==> src/sv/kcl_pkg.sv <==
// Shared types and constants for the keypad combination lock.
`default_nettype none
package kcl_pkg;

  localparam int NUM_KEYS  = 6;
  localparam int CFG_AW    = 5;
  localparam int CFG_DW    = 32;

  typedef logic [3:0] key_idx_t;
  typedef key_idx_t [NUM_KEYS-1:0] key_set_t;

  // decoded key: 0..15 single key, plus two special codes
  typedef logic [4:0] dec_key_t;
  localparam dec_key_t KEY_NONE  = 5'd16;
  localparam dec_key_t KEY_MULTI = 5'd17;

  typedef enum logic [2:0] {
    REG_RESTART   = 3'd0,
    REG_CODE_ONE  = 3'd1,
    REG_CODE_TWO  = 3'd2,
    REG_CODE_THR  = 3'd3,
    REG_CODE_FOUR = 3'd4,
    REG_CODE_FIVE = 3'd5
  } reg_idx_t;

  localparam key_set_t KEYS_RESET = {4'd5, 4'd4, 4'd2, 4'd1, 4'd0, 4'd14};

  typedef enum logic [3:0] {
    ST_START       = 4'd0,
    ST_WAIT_RESTRT = 4'd1,
    ST_REL_RESTRT  = 4'd2,
    ST_WAIT_ONE    = 4'd3,
    ST_REL_ONE     = 4'd4,
    ST_WAIT_TWO    = 4'd5,
    ST_REL_TWO     = 4'd6,
    ST_WAIT_THREE  = 4'd7,
    ST_REL_THREE   = 4'd8,
    ST_WAIT_FOUR   = 4'd9,
    ST_REL_FOUR    = 4'd10,
    ST_WAIT_FIVE   = 4'd11,
    ST_REL_FIVE    = 4'd12,
    ST_OPEN        = 4'd13
  } lock_stage_t;

  // classified item passed from front to back
  typedef struct packed {
    dec_key_t key;
    logic     relock;
  } kcl_item_t;

endpackage
`default_nettype wire

==> src/sv/kcl_regs.sv <==
// APB register file holding the restart key and the five code keys.
`default_nettype none
module kcl_regs (
  input  wire logic                      clk,
  input  wire logic                      rst_n,
  input  wire logic                      psel,
  input  wire logic                      penable,
  input  wire logic                      pwrite,
  input  wire logic [kcl_pkg::CFG_AW-1:0] paddr,
  input  wire logic [kcl_pkg::CFG_DW-1:0] pwdata,
  output logic      [kcl_pkg::CFG_DW-1:0] prdata,
  output logic                           pready,
  output kcl_pkg::key_set_t              keys
);
  import kcl_pkg::*;

  key_set_t keys_r, keys_nxt;
  logic [2:0] idx;
  logic       wr_en;

  assign idx    = paddr[4:2];
  assign wr_en  = psel & penable & pwrite;
  assign pready = 1'b1;
  assign keys   = keys_r;

  always_comb begin
    keys_nxt = keys_r;
    if (wr_en) begin
      case (idx)
        REG_RESTART:   keys_nxt[0] = pwdata[3:0];
        REG_CODE_ONE:  keys_nxt[1] = pwdata[3:0];
        REG_CODE_TWO:  keys_nxt[2] = pwdata[3:0];
        REG_CODE_THR:  keys_nxt[3] = pwdata[3:0];
        REG_CODE_FOUR: keys_nxt[4] = pwdata[3:0];
        REG_CODE_FIVE: keys_nxt[5] = pwdata[3:0];
        default:       keys_nxt = keys_r;
      endcase
    end
  end

  always_comb begin
    case (idx)
      REG_RESTART:   prdata = {28'd0, keys_r[0]};
      REG_CODE_ONE:  prdata = {28'd0, keys_r[1]};
      REG_CODE_TWO:  prdata = {28'd0, keys_r[2]};
      REG_CODE_THR:  prdata = {28'd0, keys_r[3]};
      REG_CODE_FOUR: prdata = {28'd0, keys_r[4]};
      REG_CODE_FIVE: prdata = {28'd0, keys_r[5]};
      default:       prdata = '0;
    endcase
  end

  always_ff @(posedge clk) begin
    if (!rst_n) begin
      keys_r <= KEYS_RESET;
    end else begin
      keys_r <= keys_nxt;
    end
  end

endmodule
`default_nettype wire

==> src/sv/kcl_front.sv <==
// Front end: accepts keypad scan items and decodes them to a single key code.
`default_nettype none
module kcl_front (
  input  wire logic        in_valid,
  output logic             in_stall,
  input  wire logic [15:0] in_pressed_keys,
  input  wire logic        in_relock_request,
  output logic             push,
  output kcl_pkg::kcl_item_t push_item,
  input  wire logic        q_full
);
  import kcl_pkg::*;

  logic [3:0] enc;
  logic       none, single;

  // OR encoder is exact when one bit is set
  always_comb begin
    enc = '0;
    for (int b = 0; b < 4; b++) begin
      for (int i = 0; i < 16; i++) begin
        if (((i >> b) & 1) == 1) enc[b] = enc[b] | in_pressed_keys[i];
      end
    end
  end

  assign none   = (in_pressed_keys == 16'd0);
  assign single = ((in_pressed_keys & (in_pressed_keys - 16'd1)) == 16'd0);

  always_comb begin
    if (none)        push_item.key = KEY_NONE;
    else if (single) push_item.key = {1'b0, enc};
    else             push_item.key = KEY_MULTI;
    push_item.relock = in_relock_request;
  end

  assign in_stall = q_full;
  assign push     = in_valid & ~q_full;

endmodule
`default_nettype wire

==> src/sv/kcl_queue.sv <==
// Two-entry queue between the decode front end and the lock back end.
`default_nettype none
module kcl_queue (
  input  wire logic               clk,
  input  wire logic               rst_n,
  input  wire logic               push,
  input  wire kcl_pkg::kcl_item_t push_item,
  output logic                    full,
  input  wire logic               pop,
  output logic                    q_valid,
  output kcl_pkg::kcl_item_t      q_item
);
  import kcl_pkg::*;

  kcl_item_t  mem_r [2];
  logic       wr_ptr_r, wr_ptr_nxt;
  logic       rd_ptr_r, rd_ptr_nxt;
  logic [1:0] count_r, count_nxt;

  assign full    = (count_r == 2'd2);
  assign q_valid = (count_r != 2'd0);
  assign q_item  = mem_r[rd_ptr_r];

  always_comb begin
    wr_ptr_nxt = wr_ptr_r ^ push;
    rd_ptr_nxt = rd_ptr_r ^ pop;
    count_nxt  = count_r + {1'b0, push} - {1'b0, pop};
  end

  always_ff @(posedge clk) begin
    if (push) mem_r[wr_ptr_r] <= push_item;
  end

  always_ff @(posedge clk) begin
    if (!rst_n) begin
      wr_ptr_r <= 1'b0;
      rd_ptr_r <= 1'b0;
      count_r  <= 2'd0;
    end else begin
      wr_ptr_r <= wr_ptr_nxt;
      rd_ptr_r <= rd_ptr_nxt;
      count_r  <= count_nxt;
    end
  end

endmodule
`default_nettype wire

==> src/sv/kcl_back.sv <==
// Back end: lock state machine and registered result stage.
`default_nettype none
module kcl_back (
  input  wire logic               clk,
  input  wire logic               rst_n,
  input  wire kcl_pkg::key_set_t  keys,
  input  wire logic               q_valid,
  input  wire kcl_pkg::kcl_item_t q_item,
  output logic                    pop,
  output logic                    out_valid,
  input  wire logic               out_stall,
  output logic                    out_is_unlocked,
  output logic [4:0]              out_decoded_key,
  output logic [3:0]              out_lock_step
);
  import kcl_pkg::*;

  lock_stage_t stage_r, stage_nxt;
  logic        out_valid_r, out_valid_nxt;
  logic        unl_r;
  dec_key_t    key_r;
  lock_stage_t step_r;
  logic [3:0]  sm1;
  logic [2:0]  exp_idx;
  key_idx_t    exp_key;
  lock_stage_t calc;
  logic        hit_exp, hit_rst, hit_none;

  assign pop           = q_valid & (~out_valid_r | ~out_stall);
  assign out_valid_nxt = pop | (out_valid_r & out_stall);

  assign sm1      = stage_r - 4'd1;
  assign exp_idx  = sm1[3:1];
  assign exp_key  = (exp_idx < 3'd6) ? keys[exp_idx] : keys[0];
  assign hit_exp  = (q_item.key == {1'b0, exp_key});
  assign hit_rst  = (q_item.key == {1'b0, keys[0]});
  assign hit_none = (q_item.key == KEY_NONE);

  always_comb begin
    case (stage_r)
      ST_START:       calc = ST_WAIT_RESTRT;
      ST_OPEN:        calc = q_item.relock ? ST_WAIT_RESTRT : ST_OPEN;
      ST_WAIT_RESTRT: calc = hit_exp ? ST_REL_RESTRT : ST_WAIT_RESTRT;
      ST_WAIT_ONE, ST_WAIT_TWO, ST_WAIT_THREE, ST_WAIT_FOUR, ST_WAIT_FIVE: begin
        if (hit_exp)       calc = lock_stage_t'(stage_r + 4'd1);
        else if (hit_rst)  calc = ST_REL_RESTRT;
        else if (hit_none) calc = stage_r;
        else               calc = ST_WAIT_RESTRT;
      end
      ST_REL_RESTRT, ST_REL_ONE, ST_REL_TWO, ST_REL_THREE, ST_REL_FOUR,
      ST_REL_FIVE: begin
        if (hit_exp)       calc = stage_r;
        else if (hit_none) calc = lock_stage_t'(stage_r + 4'd1);
        else               calc = ST_WAIT_RESTRT;
      end
      default:        calc = ST_WAIT_RESTRT;
    endcase
    stage_nxt = pop ? calc : stage_r;
  end

  always_ff @(posedge clk) begin
    if (!rst_n) begin
      stage_r     <= ST_START;
      out_valid_r <= 1'b0;
    end else begin
      stage_r     <= stage_nxt;
      out_valid_r <= out_valid_nxt;
    end
  end

  always_ff @(posedge clk) begin
    if (pop) begin
      unl_r  <= (calc == ST_OPEN);
      key_r  <= q_item.key;
      step_r <= calc;
    end
  end

  assign out_valid       = out_valid_r;
  assign out_is_unlocked = unl_r;
  assign out_decoded_key = key_r;
  assign out_lock_step   = step_r;

endmodule
`default_nettype wire

==> src/sv/keypad_combination_lock_core.sv <==
// Top level: keypad combination lock with decode front end, queue and lock back end.
// An accepted item is written into the queue and, once popped, its result is
// registered. Decode is combinational; queue and result stage are registers.
// Throughput: one item per cycle while out_stall is low. The two-entry queue takes
// two items while a result waits on out_stall, then in_stall rises.
// Reset (rst_n low, synchronous): lock goes to the start state, queue and result
// stage empty, key registers return to restart key 14 and code keys 0,1,2,4,5.
`default_nettype none
module keypad_combination_lock_core (
  input  wire logic        clk,
  input  wire logic        rst_n,
  input  wire logic        in_valid,
  output logic             in_stall,
  input  wire logic [15:0] in_pressed_keys,
  input  wire logic        in_relock_request,
  output logic             out_valid,
  input  wire logic        out_stall,
  output logic             out_is_unlocked,
  output logic [4:0]       out_decoded_key,
  output logic [3:0]       out_lock_step,
  input  wire logic        psel,
  input  wire logic        penable,
  input  wire logic        pwrite,
  input  wire logic [kcl_pkg::CFG_AW-1:0] paddr,
  input  wire logic [kcl_pkg::CFG_DW-1:0] pwdata,
  output logic      [kcl_pkg::CFG_DW-1:0] prdata,
  output logic             pready
);
  import kcl_pkg::*;

  key_set_t  keys;
  kcl_item_t push_item, q_item;
  logic      push, q_full, pop, q_valid;

  kcl_regs u_regs (
    .clk(clk), .rst_n(rst_n), .psel(psel), .penable(penable), .pwrite(pwrite),
    .paddr(paddr), .pwdata(pwdata), .prdata(prdata), .pready(pready), .keys(keys)
  );

  kcl_front u_front (
    .in_valid(in_valid), .in_stall(in_stall), .in_pressed_keys(in_pressed_keys),
    .in_relock_request(in_relock_request), .push(push), .push_item(push_item),
    .q_full(q_full)
  );

  kcl_queue u_queue (
    .clk(clk), .rst_n(rst_n), .push(push), .push_item(push_item), .full(q_full),
    .pop(pop), .q_valid(q_valid), .q_item(q_item)
  );

  kcl_back u_back (
    .clk(clk), .rst_n(rst_n), .keys(keys), .q_valid(q_valid), .q_item(q_item),
    .pop(pop), .out_valid(out_valid), .out_stall(out_stall),
    .out_is_unlocked(out_is_unlocked), .out_decoded_key(out_decoded_key),
    .out_lock_step(out_lock_step)
  );

endmodule
`default_nettype wire
==> config.mk <==
export PLATFORM = sky130hd
export DESIGN_NAME = keypad_combination_lock_core
export DESIGN_NICKNAME = d
export VERILOG_FILES = /design/src/sv/kcl_pkg.sv /design/src/sv/kcl_regs.sv /design/src/sv/kcl_front.sv /design/src/sv/kcl_queue.sv /design/src/sv/kcl_back.sv /design/src/sv/keypad_combination_lock_core.sv
export SDC_FILE = /design/constraint.sdc
export NUM_CORES = 1
export LEC_CHECK = 0
export BUFFER_PORTS_ARGS = -buffer_cell sky130_fd_sc_hd__buf_4
export CAP_MARGIN = 25
export CORE_MARGIN = 4
export CORE_UTILIZATION = 45
export DETAILED_ROUTE_END_ITERATION = 10
export PLACE_DENSITY = 0.8
export SLEW_MARGIN = 20
export SYNTH_ARGS = -nofsm -noshare
export SYNTH_HDL_FRONTEND = slang
export SYNTH_SLANG_ARGS = --single-unit
==> constraint.sdc <==
create_clock -name clk -period 4.3 [get_ports clk]
set_clock_uncertainty 0.1 [all_clocks]
set_input_delay 0.86 -clock clk [delete_from_list [all_inputs] [get_ports clk]]
set_output_delay 0.86 -clock clk [all_outputs]
set_load 0.02 [all_outputs]
; ---- After elaboration in Yosys (flattened, before gate mapping)
; Memory sizes are Yosys's and may differ from the RTL's. A register that Yosys moved wholly into a read port is not among the register bits.
; Index checks and enable logic that the tools add are counted.
[classes]
n_addsub = 5
magnitude_cmp = 2
eq_ne = 23
n_mux = 17
n_bitwise = 41
reduce_logical = 12
[op_table]
columns = cell, n
row1 = $logic_not 16->1, 2
row2 = $mux 4, 8
row3 = $or 1x1->1, 30
row4 = $eq 4x4->1 const B, 7
row5 = $pmux 4 s6, 1
row6 = $and 16x16->16, 1
row7 = $eq 4x3->1 const B, 4
row8 = $pmux 4 s4, 1
row9 = $sub 16x1->16 const B, 1
row10 = $bmux 4 s3, 1
row11 = $reduce_and 2->1, 6
row12 = $eq 5x4->1, 2
row13 = $mux 5, 2
row14 = $eq 4x2->1 const B, 2
row15 = $eq 3x2->1 const B, 2
row16 = $eq 3x3->1 const B, 2
row17 = $reduce_or 6->1, 1
row18 = $and 1x1->1, 5
row19 = $eq 5x5->1 const B, 1
row20 = $reduce_or 5->1, 1
row21 = $add 4x1->4 const B, 1
row22 = $eq 4x1->1 const B, 1
row23 = $lt 3x4->1 const B, 1
row24 = $sub 4x1->4 const B, 1
row25 = other kinds (11), 16
[word_totals]
regBits = 43
ramBits = 12
inputBits = 61
out_inout_bits = 45
wordCells = 115
n_memories = 1
[memory_table]
columns = memory, words, width, rd, rd_ports_with_merged_regs, write_ports, line_no
row1 = u_queue.mem_r, 2, 6, 1, 1, 1, kcl_queue.sv:15  ; kcl_item_t mem_r [2];

; ---- Depth between registers and ports, before layout
; Gate-level depths: netlist of run 1.
[logic_depth]
depth_word = 9
mapped_depth = 12
depth_no_buf = 10

; ---- By module
; From an unflattened synthesis of run 1, not the netlist that was laid out.
[unflattened]
hier_cells = 395
hier_area_um2 = 3767.4
[by_module_without_submodules]
columns = mod, instances, cells_each, area_each_um2, seq_area_each_um2
row1 = kcl_back, 1, 153, 1393.8, 400.4
row2 = kcl_regs, 1, 152, 1388.8, 480.5
row3 = kcl_queue, 1, 40, 669.4, 460.4
row4 = kcl_front, 1, 50, 315.3, 0.0

; ---- Worst setup path after synthesis of run 1
; OpenSTA, ideal clock, no wires.
[synth_timing]
path_kind = input port to flip-flop
from = in in_pressed_keys[0]
to = mem u_queue.mem_r[0][3] (netlist name) (data pin)
setup_ps = 158
t_arrival_ps = 3130
required_ps = 4042
path_slack_ps = 912
stages = 8
path_cell_list = or4_4 or4b_1 buf_2 or3_1 maj3_2 nor3_4 o21ai_2 a31oi_2
[synth_rtl]
columns = item, line_no
row1 = from (decl), keypad_combination_lock_core.sv:14  ; input wire logic [15:0] in_pressed_keys,
row2 = to (decl), kcl_queue.sv:15

; ---- Final worst setup path of run 1
[layout_timing]
from = reg u_back.stage_r[0]
to = reg u_back.unl_r, in the netlist u_back.out_is_unlocked (data pin)
[layout_via]
elab_chain_len = 8
word_cells_on_any_way = 30
cone_classes = add/sub: 2 / order compare: 1 / eq/ne: 15 / mux: 10 / reduce/logical: 2
[layout_rtl]
columns = item, line_no
row1 = from (decl), kcl_back.sv:18  ; lock_stage_t stage_r, stage_nxt;
row2 = from (signal assigned), kcl_back.sv:66  ; stage_r <= stage_nxt;
row3 = $sub 4x1->4, kcl_back.sv:32  ; assign sm1 = stage_r - 4'd1;
row4 = $bmux 4 s3, kcl_back.sv:34  ; assign exp_key = (exp_idx < 3'd6) ? keys[exp_idx] : keys[0];
row5 = $mux 4 (not written as such), kcl_back.sv:34
row6 = $mux 4, kcl_back.sv:34
row7 = $eq 5x4->1, kcl_back.sv:35  ; assign hit_exp = (q_item.key == {1'b0, exp_key});
row8 = $mux 4 (on tied branches), "kcl_back.sv:52, kcl_back.sv:45"
row9 = $pmux 4 s4 (*), kcl_back.sv:40  ; case (stage_r)
row10 = named net u_back.calc[2], kcl_back.sv:26  ; lock_stage_t calc;
row11 = $eq 4x4->1 (*), kcl_back.sv:73  ; unl_r <= (calc == ST_OPEN);
row12 = to (signal assigned), kcl_back.sv:73
row13 = to (decl), kcl_back.sv:20  ; logic unl_r;
; The timed path passes the listed nets; every way through them passes the cells marked *. The select of a mux whose other input is x is not followed.
; A chain may end at the register's enable or synchronous reset.

==> results of run 1 <==
[how the worst max path moves through the flow]
| stage | from | endpoint | slack [ns] | depth (start not counted) |
|---|---|---|---|---|
| floorplan | in_pressed_keys[0] | u_queue.mem_r[0][3]$_DFFE_PP_ | 0.91 | 8 |
| global placement | in_pressed_keys[0] | u_queue.mem_r[0][2]$_DFFE_PP_ | 0.67 | 8 |
| detailed placement | in_pressed_keys[0] | u_queue.mem_r[0][3]$_DFFE_PP_ | 0.59 | 8 |
| CTS | u_back.stage_r[0]$_SDFFE_PN0P_ | u_back.out_is_unlocked$_DFFE_PP_ | 0.72 | 10 |
| global route | u_back.stage_r[1]$_SDFFE_PN0P_ | u_back.out_is_unlocked$_DFFE_PP_ | 0.44 | 10 |
| finish | u_back.stage_r[0]$_SDFFE_PN0P_ | u_back.out_is_unlocked$_DFFE_PP_ | 0.65 | 10 |
[state kept, by name (all words and copies together), names as in the netlist, named ones only]
name	flops
u_back.out_decoded_key	5
u_back.out_is_unlocked	1
u_back.out_lock_step	4
u_back.out_valid	1
u_back.stage_r	4
u_queue.count_r	2
u_queue.mem_r	12
u_queue.rd_ptr_r	1
u_queue.wr_ptr_r	1
u_regs.keys	24
[metrics by stage]
| stage | worst slack [ns] | utilization |
|---|---|---|
| 5_1_grt | 0.4416 | 0.5278 |
| 6_report | 0.6505 | 0.5278 |
| 3_5_place_dp | 0.5887 | 0.5127 |
| 2_1_floorplan | 0.9117 | - |
| 4_1_cts | 0.7164 | 0.5278 |
| 3_3_place_gp | 0.6731 | 0.5127 |
[power by group]
group	internal, mW	switching, mW	total, mW
sequential	0.663	0.0872	0.751
combinational	0.434	0.617	1.05
clock	0.172	0.171	0.344
total	1.27	0.875	2.15
[routing by layer]
metal,routed length [µm],vias up
li1,-,1329
met1,3084,1297
met2,3930,110
met3,478,13
met4,98,0
met5,0,-
[cells in the final DEF (no fill, tap or decap), types with 5 or more instances in the layout]
| cell type | count |
|---|---|
| sky130_fd_sc_hd__conb_1 | 29 |
| sky130_fd_sc_hd__inv_1 | 16 |
| sky130_fd_sc_hd__buf_4 | 46 |
| sky130_fd_sc_hd__clkbuf_8 | 5 |
| sky130_fd_sc_hd__nor2b_1 | 20 |
| sky130_fd_sc_hd__a211oi_1 | 5 |
| sky130_fd_sc_hd__o21ai_0 | 9 |
| sky130_fd_sc_hd__edfxtp_1 | 22 |
| sky130_fd_sc_hd__a21oi_1 | 13 |
| sky130_fd_sc_hd__nor3_1 | 6 |
| sky130_fd_sc_hd__ha_1 | 8 |
| sky130_fd_sc_hd__nor2_1 | 29 |
| sky130_fd_sc_hd__xnor2_1 | 10 |
| sky130_fd_sc_hd__nor4_1 | 6 |
| sky130_fd_sc_hd__dfxtp_1 | 34 |
| sky130_fd_sc_hd__mux2i_1 | 41 |
| sky130_fd_sc_hd__nand2_1 | 22 |
[final cells by class]
| type | count | area (µm²) | area share |
|---|---|---|---|
| clock inverters | 3 | 42.54 | 0.01094 |
| multi-input cells | 276 | 1908 | 0.4905 |
| clock buffers | 5 | 68.82 | 0.01769 |
| flip-flops and latches | 56 | 1341 | 0.3448 |
| well taps | 99 | 123.9 | 0.03184 |
| repair buffers | 46 | 345.3 | 0.08877 |
| inverters | 16 | 60.06 | 0.01544 |
[logic make-up after synthesis]
kind of cell | Yosys count | synth area share
AO/OA/AOI/OAI | 64 | 0.1257
XOR/XNOR | 12 | 0.03016
adder cells (fa/ha/maj) | 10 | 0.03483
buffers and inverters | 60 | 0.09659
flip-flops | 56 | 0.3849
multiplexers | 49 | 0.1566
other | 2 | 0.002155
AND/OR/NAND/NOR | 112 | 0.1691
[critical path, cell delays in order, from the launching register on]
cell and delay, ns:
sky130_fd_sc_hd__dfxtp_1 0.55, sky130_fd_sc_hd__inv_1 0.16, sky130_fd_sc_hd__ha_1 0.61, sky130_fd_sc_hd__inv_1 0.21, sky130_fd_sc_hd__mux4_2 0.48, sky130_fd_sc_hd__mux2i_1 0.18
sky130_fd_sc_hd__xnor2_1 0.14, sky130_fd_sc_hd__o2111ai_1 0.21, sky130_fd_sc_hd__o31ai_1 0.54, sky130_fd_sc_hd__nand2_1 0.10, sky130_fd_sc_hd__a211oi_1 0.19
==> impl_metrics.sql, run 1 <==
INSERT INTO impl_metrics (metric_group, metric, value, unit) VALUES
('finish', 'share_of_post_route_cells_with_drive_strength_above_1', '0.1741', ''),
('finish', 'antenna_cells', '0', ''),
('floorplanning', 'floorplan.core_area', '0.007370', 'mm²'),
('sta', 'final.setup.tns', '0', 'ns'),
('status', 'outcome', 'finished clean', ''),
('global_route', 'grt.met3_usage', '0.02502', ''),
('finish', 'final_area', '0.003890', 'mm²'),
('floorplanning', 'floorplan.initialDensity', '0.4728', ''),
('pwr', 'leakagePower', '1.516', 'nW'),
('global_route', 'first_global_vias', '2666', ''),
('routing', 'via_count', '2749', ''),
('worst_setup_path', 'r2r-start', 'u_back.stage_r[0]$_SDFFE_PN0P_', ''),
('finish', 'fillCellCount', '684', ''),
('place', 'routabilityCongestion', '0.8715', ''),
('place', 'portBuffers', '46', ''),
('worst_setup_path', 'r2r.worst_path.cells', '10', ''),
('floorplanning', 'chipHeight', '96.00', 'µm'),
('pwr', 'pwr_density_cell', '551.5', 'mW/mm²'),
('finish', 'layout.cells.non_filler', '501', ''),
('floorplanning', 'std_cell_rows', '31', ''),
('worst_setup_path', 'path_max_fanout', '12', ''),
('logic_synthesis', 'ys.warnings.count', '0', ''),
('floorplanning', 'ios', '106', ''),
('routing', 'drtPass1Iterations', '4', ''),
('sta', 'finalHoldViolations', '0', ''),
('logic_synthesis', 'syn_avg_cell_area', '9.547', 'µm²'),
('global_route', 'grt_use_met1', '0.2046', ''),
('logic_synthesis', 'yosys.cell_count.top_type', 'sky130_fd_sc_hd__mux2i_1', ''),
('floorplanning', 'die_area', '0.009215', 'mm²'),
('global_route', 'largest_net_degree_at_the_start_of_global_routing', '35', ''),
('sta', 'fmax', '0.2740', 'GHz'),
('logic_synthesis', 'synthTopCellsByCount', '41 x sky130_fd_sc_hd__mux2i_1, 34 x sky130_fd_sc_hd__dfxtp_1, 29 x sky130_fd_sc_hd__buf_4, 29 x sky130_fd_sc_hd__nor2_1', ''),
('global_route', 'gr-usage-met2', '0.2956', ''),
('logic_synthesis', 'synth-seq-area-share', '0.3849', ''),
('clock_tree', 'clockRootBuffer', 'sky130_fd_sc_hd__clkbuf_8', ''),
('worst_setup_path', 'r2r_end', 'u_back.out_is_unlocked$_DFFE_PP_', ''),
('routing', 'drt-total-wl', '7.592', 'mm'),
('flow_run', 'max_cap_violations', '0', ''),
('worst_setup_path', 'critical_path.startpoint_type', 'flip-flop', ''),
('sta', 'final_max_slew_viol_count', '0', ''),
('sta', 'holdWs', '0.4121', 'ns'),
('place', 'hpwlAfterDp', '5.732', 'mm'),
('global_route', 'grt_pass1_wl', '12.16', 'mm'),
('logic_synthesis', 'async_flop_share', '0', ''),
('place', 'placedCellCount', '493', ''),
('logic_synthesis', 'number_of_instances_in_the_synthesized_netlist', '365', ''),
('routing', 'route.detailed.wl_per_inst', '15.15', 'µm'),
('global_route', 'grt_busiest_layer', 'met2', ''),
('hold_path', 'whs_path_depth', '2', ''),
('logic_synthesis', 'ys_ff_latch', '56', ''),
('hold_path', 'min_from', 'u_back.out_valid$_SDFF_PN0_', ''),
('clock_tree', 'cts_sinks', '56', ''),
('routing', 'remaining_antenna_violation_count_after_routing', '0', ''),
('worst_setup_path', 'crit_arrival', '3.70', 'ns'),
('floorplanning', 'dieWidth', '96.00', 'µm'),
('clock_tree', 'worst_skew_pair.late_latency', '0.31', 'ns'),
('logic_synthesis', 'netlist_area', '0.003485', 'mm²'),
('global_route', 'initial_antenna_violation_count', '0', ''),
('sta', 'period_minus_slack', '3.650', 'ns'),
('pwr', 'ir_worst_vdd', '0.2199', 'mV'),
('finish', 'syn_to_final_growth', '11.63', '%'),
('clock_tree', 'cts_hold_buf', '0', ''),
('sta', 'rsz_0062_raised_after_global_routing', 'no', ''),
('finish', 'design.final.nets', '470', ''),
('logic_synthesis', 'synth_top_area_cell', 'sky130_fd_sc_hd__dfxtp_1', ''),
('sta', 'worst-slew-pin-transition', '0.8684', 'ns'),
('worst_setup_path', 'worstPathRequired', '4.35', 'ns'),
('global_route', 'global_route.usage.total', '0.1670', ''),
('place', 'placement.cell_area', '0.003779', 'mm²'),
('logic_synthesis', 'yosysUniqueCellTypes', '57', ''),
('sta', 'timing.max_slew.rel_slack', '0.4166', '');
Power figures use the tool's default switching activity.
==> run 2: changes to the inputs <==
- clock period: 4.3 -> 3.7 ns (I/O delays scaled with it)
==> run 2 against run 1 <==
  * Clock-buffer cell count grew 1
  * First-iteration DRC count is 2.0% higher
  * Setup slack lost 0.38 ns
  * Sequential power rose by 12%
  * Final cell count increased by 1.4%
  * Utilization up 1.0 points
  * Global-route usage shrank 0.33 points
  * Via count down 0.33%
  * Final area rose by 1.9%
  * Critical endpoint unchanged
  * Highest routed layer unchanged
==> impl_metrics.sql, run 2 (synthesized netlist as in run 1, its figures left out) <==
INSERT INTO impl_metrics (metric_group, metric, value, unit) VALUES
('status', 'outcome', 'finished clean', ''),
('sta', 'final-setup-viol-count', '0', ''),
('finish', 'fillCellCount', '665', ''),
('floorplanning', 'chipHeight', '96.00', 'µm'),
('global_route', 'global_route.usage.total', '0.1637', ''),
('clock_tree', 'worst_skew_pair.late_latency', '0.30', 'ns'),
('pwr', 'pwr_density_cell', '655.1', 'mW/mm²'),
('global_route', 'initial_antenna_violation_count', '0', ''),
('routing', 'drtPass1Iterations', '4', ''),
('sta', 'worst-slew-pin-transition', '0.8579', 'ns'),
('clock_tree', 'cts_sinks', '56', ''),
('floorplanning', 'floorplan.initialDensity', '0.4728', ''),
('finish', 'share_of_post_route_cells_with_drive_strength_above_1', '0.1858', ''),
('sta', 'period_minus_slack', '3.429', 'ns'),
('clock_tree', 'cts_post_setup_buffers_inserted', '0', ''),
('worst_setup_path', 'crit_slowest_cell', 'sky130_fd_sc_hd__dfxtp_1', ''),
('worst_setup_path', 'critical_path.startpoint_type', 'flip-flop', ''),
('sta', 'finalHoldViolations', '0', ''),
('clock_tree', 'clockRootBuffer', 'sky130_fd_sc_hd__clkbuf_8', ''),
('finish', 'design.final.nets', '477', ''),
('worst_setup_path', 'timing.setup.critical_path_class', 'flip-flop to flip-flop', ''),
('worst_setup_path', 'crit_arrival', '3.39', 'ns'),
('sta', 'finalCritPeriodShare', '0.9267', ''),
('floorplanning', 'die_area', '0.009215', 'mm²'),
('floorplanning', 'dieWidth', '96.00', 'µm'),
('global_route', 'largest_net_degree_at_the_start_of_global_routing', '35', ''),
('routing', 'drt-total-wl', '7.471', 'mm'),
('sta', 'final_max_slew_viol_count', '0', ''),
('pwr', 'leakagePower', '1.563', 'nW'),
('clock_tree', 'cts.reportedPaths.clkPinSlew', '0.10', 'ns'),
('pwr', 'sequentialPowerShare', '0.324', ''),
('global_route', 'grt_pass1_wl', '12.01', 'mm'),
('finish', 'leading_cell_types_in_the_layout_fill_and_taps_excluded', '53 x sky130_fd_sc_hd__buf_4, 41 x sky130_fd_sc_hd__mux2i_1, 34 x sky130_fd_sc_hd__dfxtp_1', ''),
('floorplanning', 'ios', '106', ''),
('pwr', 'switching_share', '0.3902', ''),
('clock_tree', 'cts_hold_buf', '0', ''),
('floorplanning', 'floorplan.core_area', '0.007370', 'mm²'),
('clock_tree', 'cts-htree-levels', '2', ''),
('worst_setup_path', 'r2r.worst_path.cells', '10', ''),
('routing', 'drcViolationCount', '0', ''),
('worst_setup_path', 'timing.critical_path.cells', 'inv_1, ha_1, inv_1, mux4_2, mux2i_1, xnor2_1, o2111ai_1, nor2_1, mux2i_1, a211oi_1', ''),
('place', 'hpwlAfterDp', '5.666', 'mm'),
('sta', 'final.setup.tns', '0', 'ns'),
('pwr', 'clock_power_share', '0.180', ''),
('sta', 'fmax', '0.2916', 'GHz'),
('clock_tree', 'cts_repair_resized_insts', '0', ''),
('sta', 'timing.max_slew.rel_slack', '0.4236', ''),
('worst_setup_path', 'worstPathRequired', '3.66', 'ns'),
('worst_setup_path', 'critical_path.endpoint_type', 'flip-flop', ''),
('routing', 'via_per_inst', '5.394', ''),
('finish', 'layout_commonest_cell', 'sky130_fd_sc_hd__buf_4', ''),
('global_route', 'global_route.overflow_total', '0', ''),
('hold_path', 'whs_path_depth', '2', ''),
('clock_tree', 'tritoncts_clock_tree', 'built', ''),
('pwr', 'power.switching', '1.013', 'mW'),
('routing', 'route.detailed.wl_per_inst', '14.71', 'µm'),
('worst_setup_path', 'path_max_fanout', '9', ''),
('hold_path', 'hold_path.class', 'flip-flop to flip-flop', ''),
('worst_setup_path', 'max_stage_delay', '0.52', 'ns'),
('routing', 'remaining_antenna_violation_count_after_routing', '0', ''),
('routing', 'via_count', '2740', ''),
('sta', 'rsz_0062_raised_after_global_routing', 'no', ''),
('clock_tree', 'clockBufferDepth', '2', ''),
('floorplanning', 'std_cell_rows', '31', ''),
('finish', 'syn_to_final_growth', '13.75', '%'),
('finish', 'post-route-util', '0.5379', ''),
('clock_tree', 'numCtsBuffers', '5', ''),
('flow_run', 'max_cap_violations', '0', ''),
('global_route', 'first_global_vias', '2545', ''),
('pwr', 'share_comb_of_total_power', '0.496', ''),
('finish', 'antenna_cells', '0', ''),
('place', 'portBuffers', '46', ''),
('routing', 'drt-initial-drc-count', '150', ''),
('finish', 'largest_register_ffs', '24', ''),
('pwr', 'ir_worst_vdd', '0.3511', 'mV'),
('place', 'routabilityCongestion', '0.8519', ''),
('pwr', 'internal_power', '1.584', 'mW');
==> run 2: cell types whose count changed in the layout (fill, tap and decap cells not counted), sizes merged <==
cell and delta:
clkbuf +1, bufinv +1, buf +7, clkinvlp -1
clkinv -1
==> run 2: area by class of cell <==
class,instances,area (µm²),area share
repair buffers,53,397.9,0.1004
inverters,16,60.06,0.01515
multi-input cells,276,1908,0.4814
clock buffers,6,72.57,0.01831
clock inverters,2,60.06,0.01515
flip-flops and latches,56,1341,0.3384
well taps,99,123.9,0.03125
==> run 2: power groups by stage <==
stage	Sequential [mW]	Combinational, mW	Clock [mW]
2_1_floorplan	0.885	0.905	0
3_3_place_gp	0.852	1.24	0
3_5_place_dp	0.855	1.27	0
4_1_cts	0.841	1.28	0.473
5_1_grt	0.854	1.42	0.495
6_report	0.842	1.29	0.466
==> run 2: worst paths after layout <==
| path | endpoint | slack (ns) | startpoint |
|---|---|---|---|
| worst max-delay path | u_back.out_is_unlocked$_DFFE_PP_ | 0.27 | u_back.stage_r[1]$_SDFFE_PN0P_ |
| worst min-delay path | u_back.out_valid$_SDFF_PN0_ | 0.41 | u_back.out_valid$_SDFF_PN0_ |
| worst max register to register | u_back.out_is_unlocked$_DFFE_PP_ | 0.27 | u_back.stage_r[1]$_SDFFE_PN0P_ |
| worst min register to register | u_back.out_valid$_SDFF_PN0_ | 0.41 | u_back.out_valid$_SDFF_PN0_ |
==> run 2: critical path: cells and delay by family, from the launching register on <==
| kind | cells | cell delay, ns |
|---|---|---|
| flip-flops | 1 | 0.52 |
| adder cells (fa/ha/maj) | 1 | 0.41 |
| buffers and inverters | 2 | 0.34 |
| AND/OR/NAND/NOR | 1 | 0.25 |
| XOR/XNOR | 1 | 0.15 |
| multiplexers | 3 | 1.09 |
| AO/OA/AOI/OAI | 2 | 0.31 |
==> run 2: layer usage <==
metal / track usage / wire (µm) / share of wire
met5: 0 / 0 / 0
met4: 0.04502 / 88 / 0.012
met3: 0.02111 / 355 / 0.048
met2: 0.2760 / 3674 / 0.49
met1: 0.2197 / 3353 / 0.45
==> run 2: stage by stage <==
| step | instance area (µm²) | cells | worst slack (ns) | power [mW] | hold slack (ns) |
|---|---|---|---|---|---|
| final | 3964 | 508 | 0.2712 | 2.597 | 0.4101 |
| after global routing | 3964 | 508 | 0.04151 | 2.773 | 0.4395 |
| after CTS | 3964 | 508 | 0.3354 | 2.594 | 0.4163 |
| after detailed placement | 3831 | 500 | 0.2712 | 2.124 | 0.3968 |
| after global placement | 3831 | 500 | 0.3229 | 2.088 | 0.3733 |
| after floorplan | 3586 | 392 | 0.4112 | 1.790 | 0.3585 |
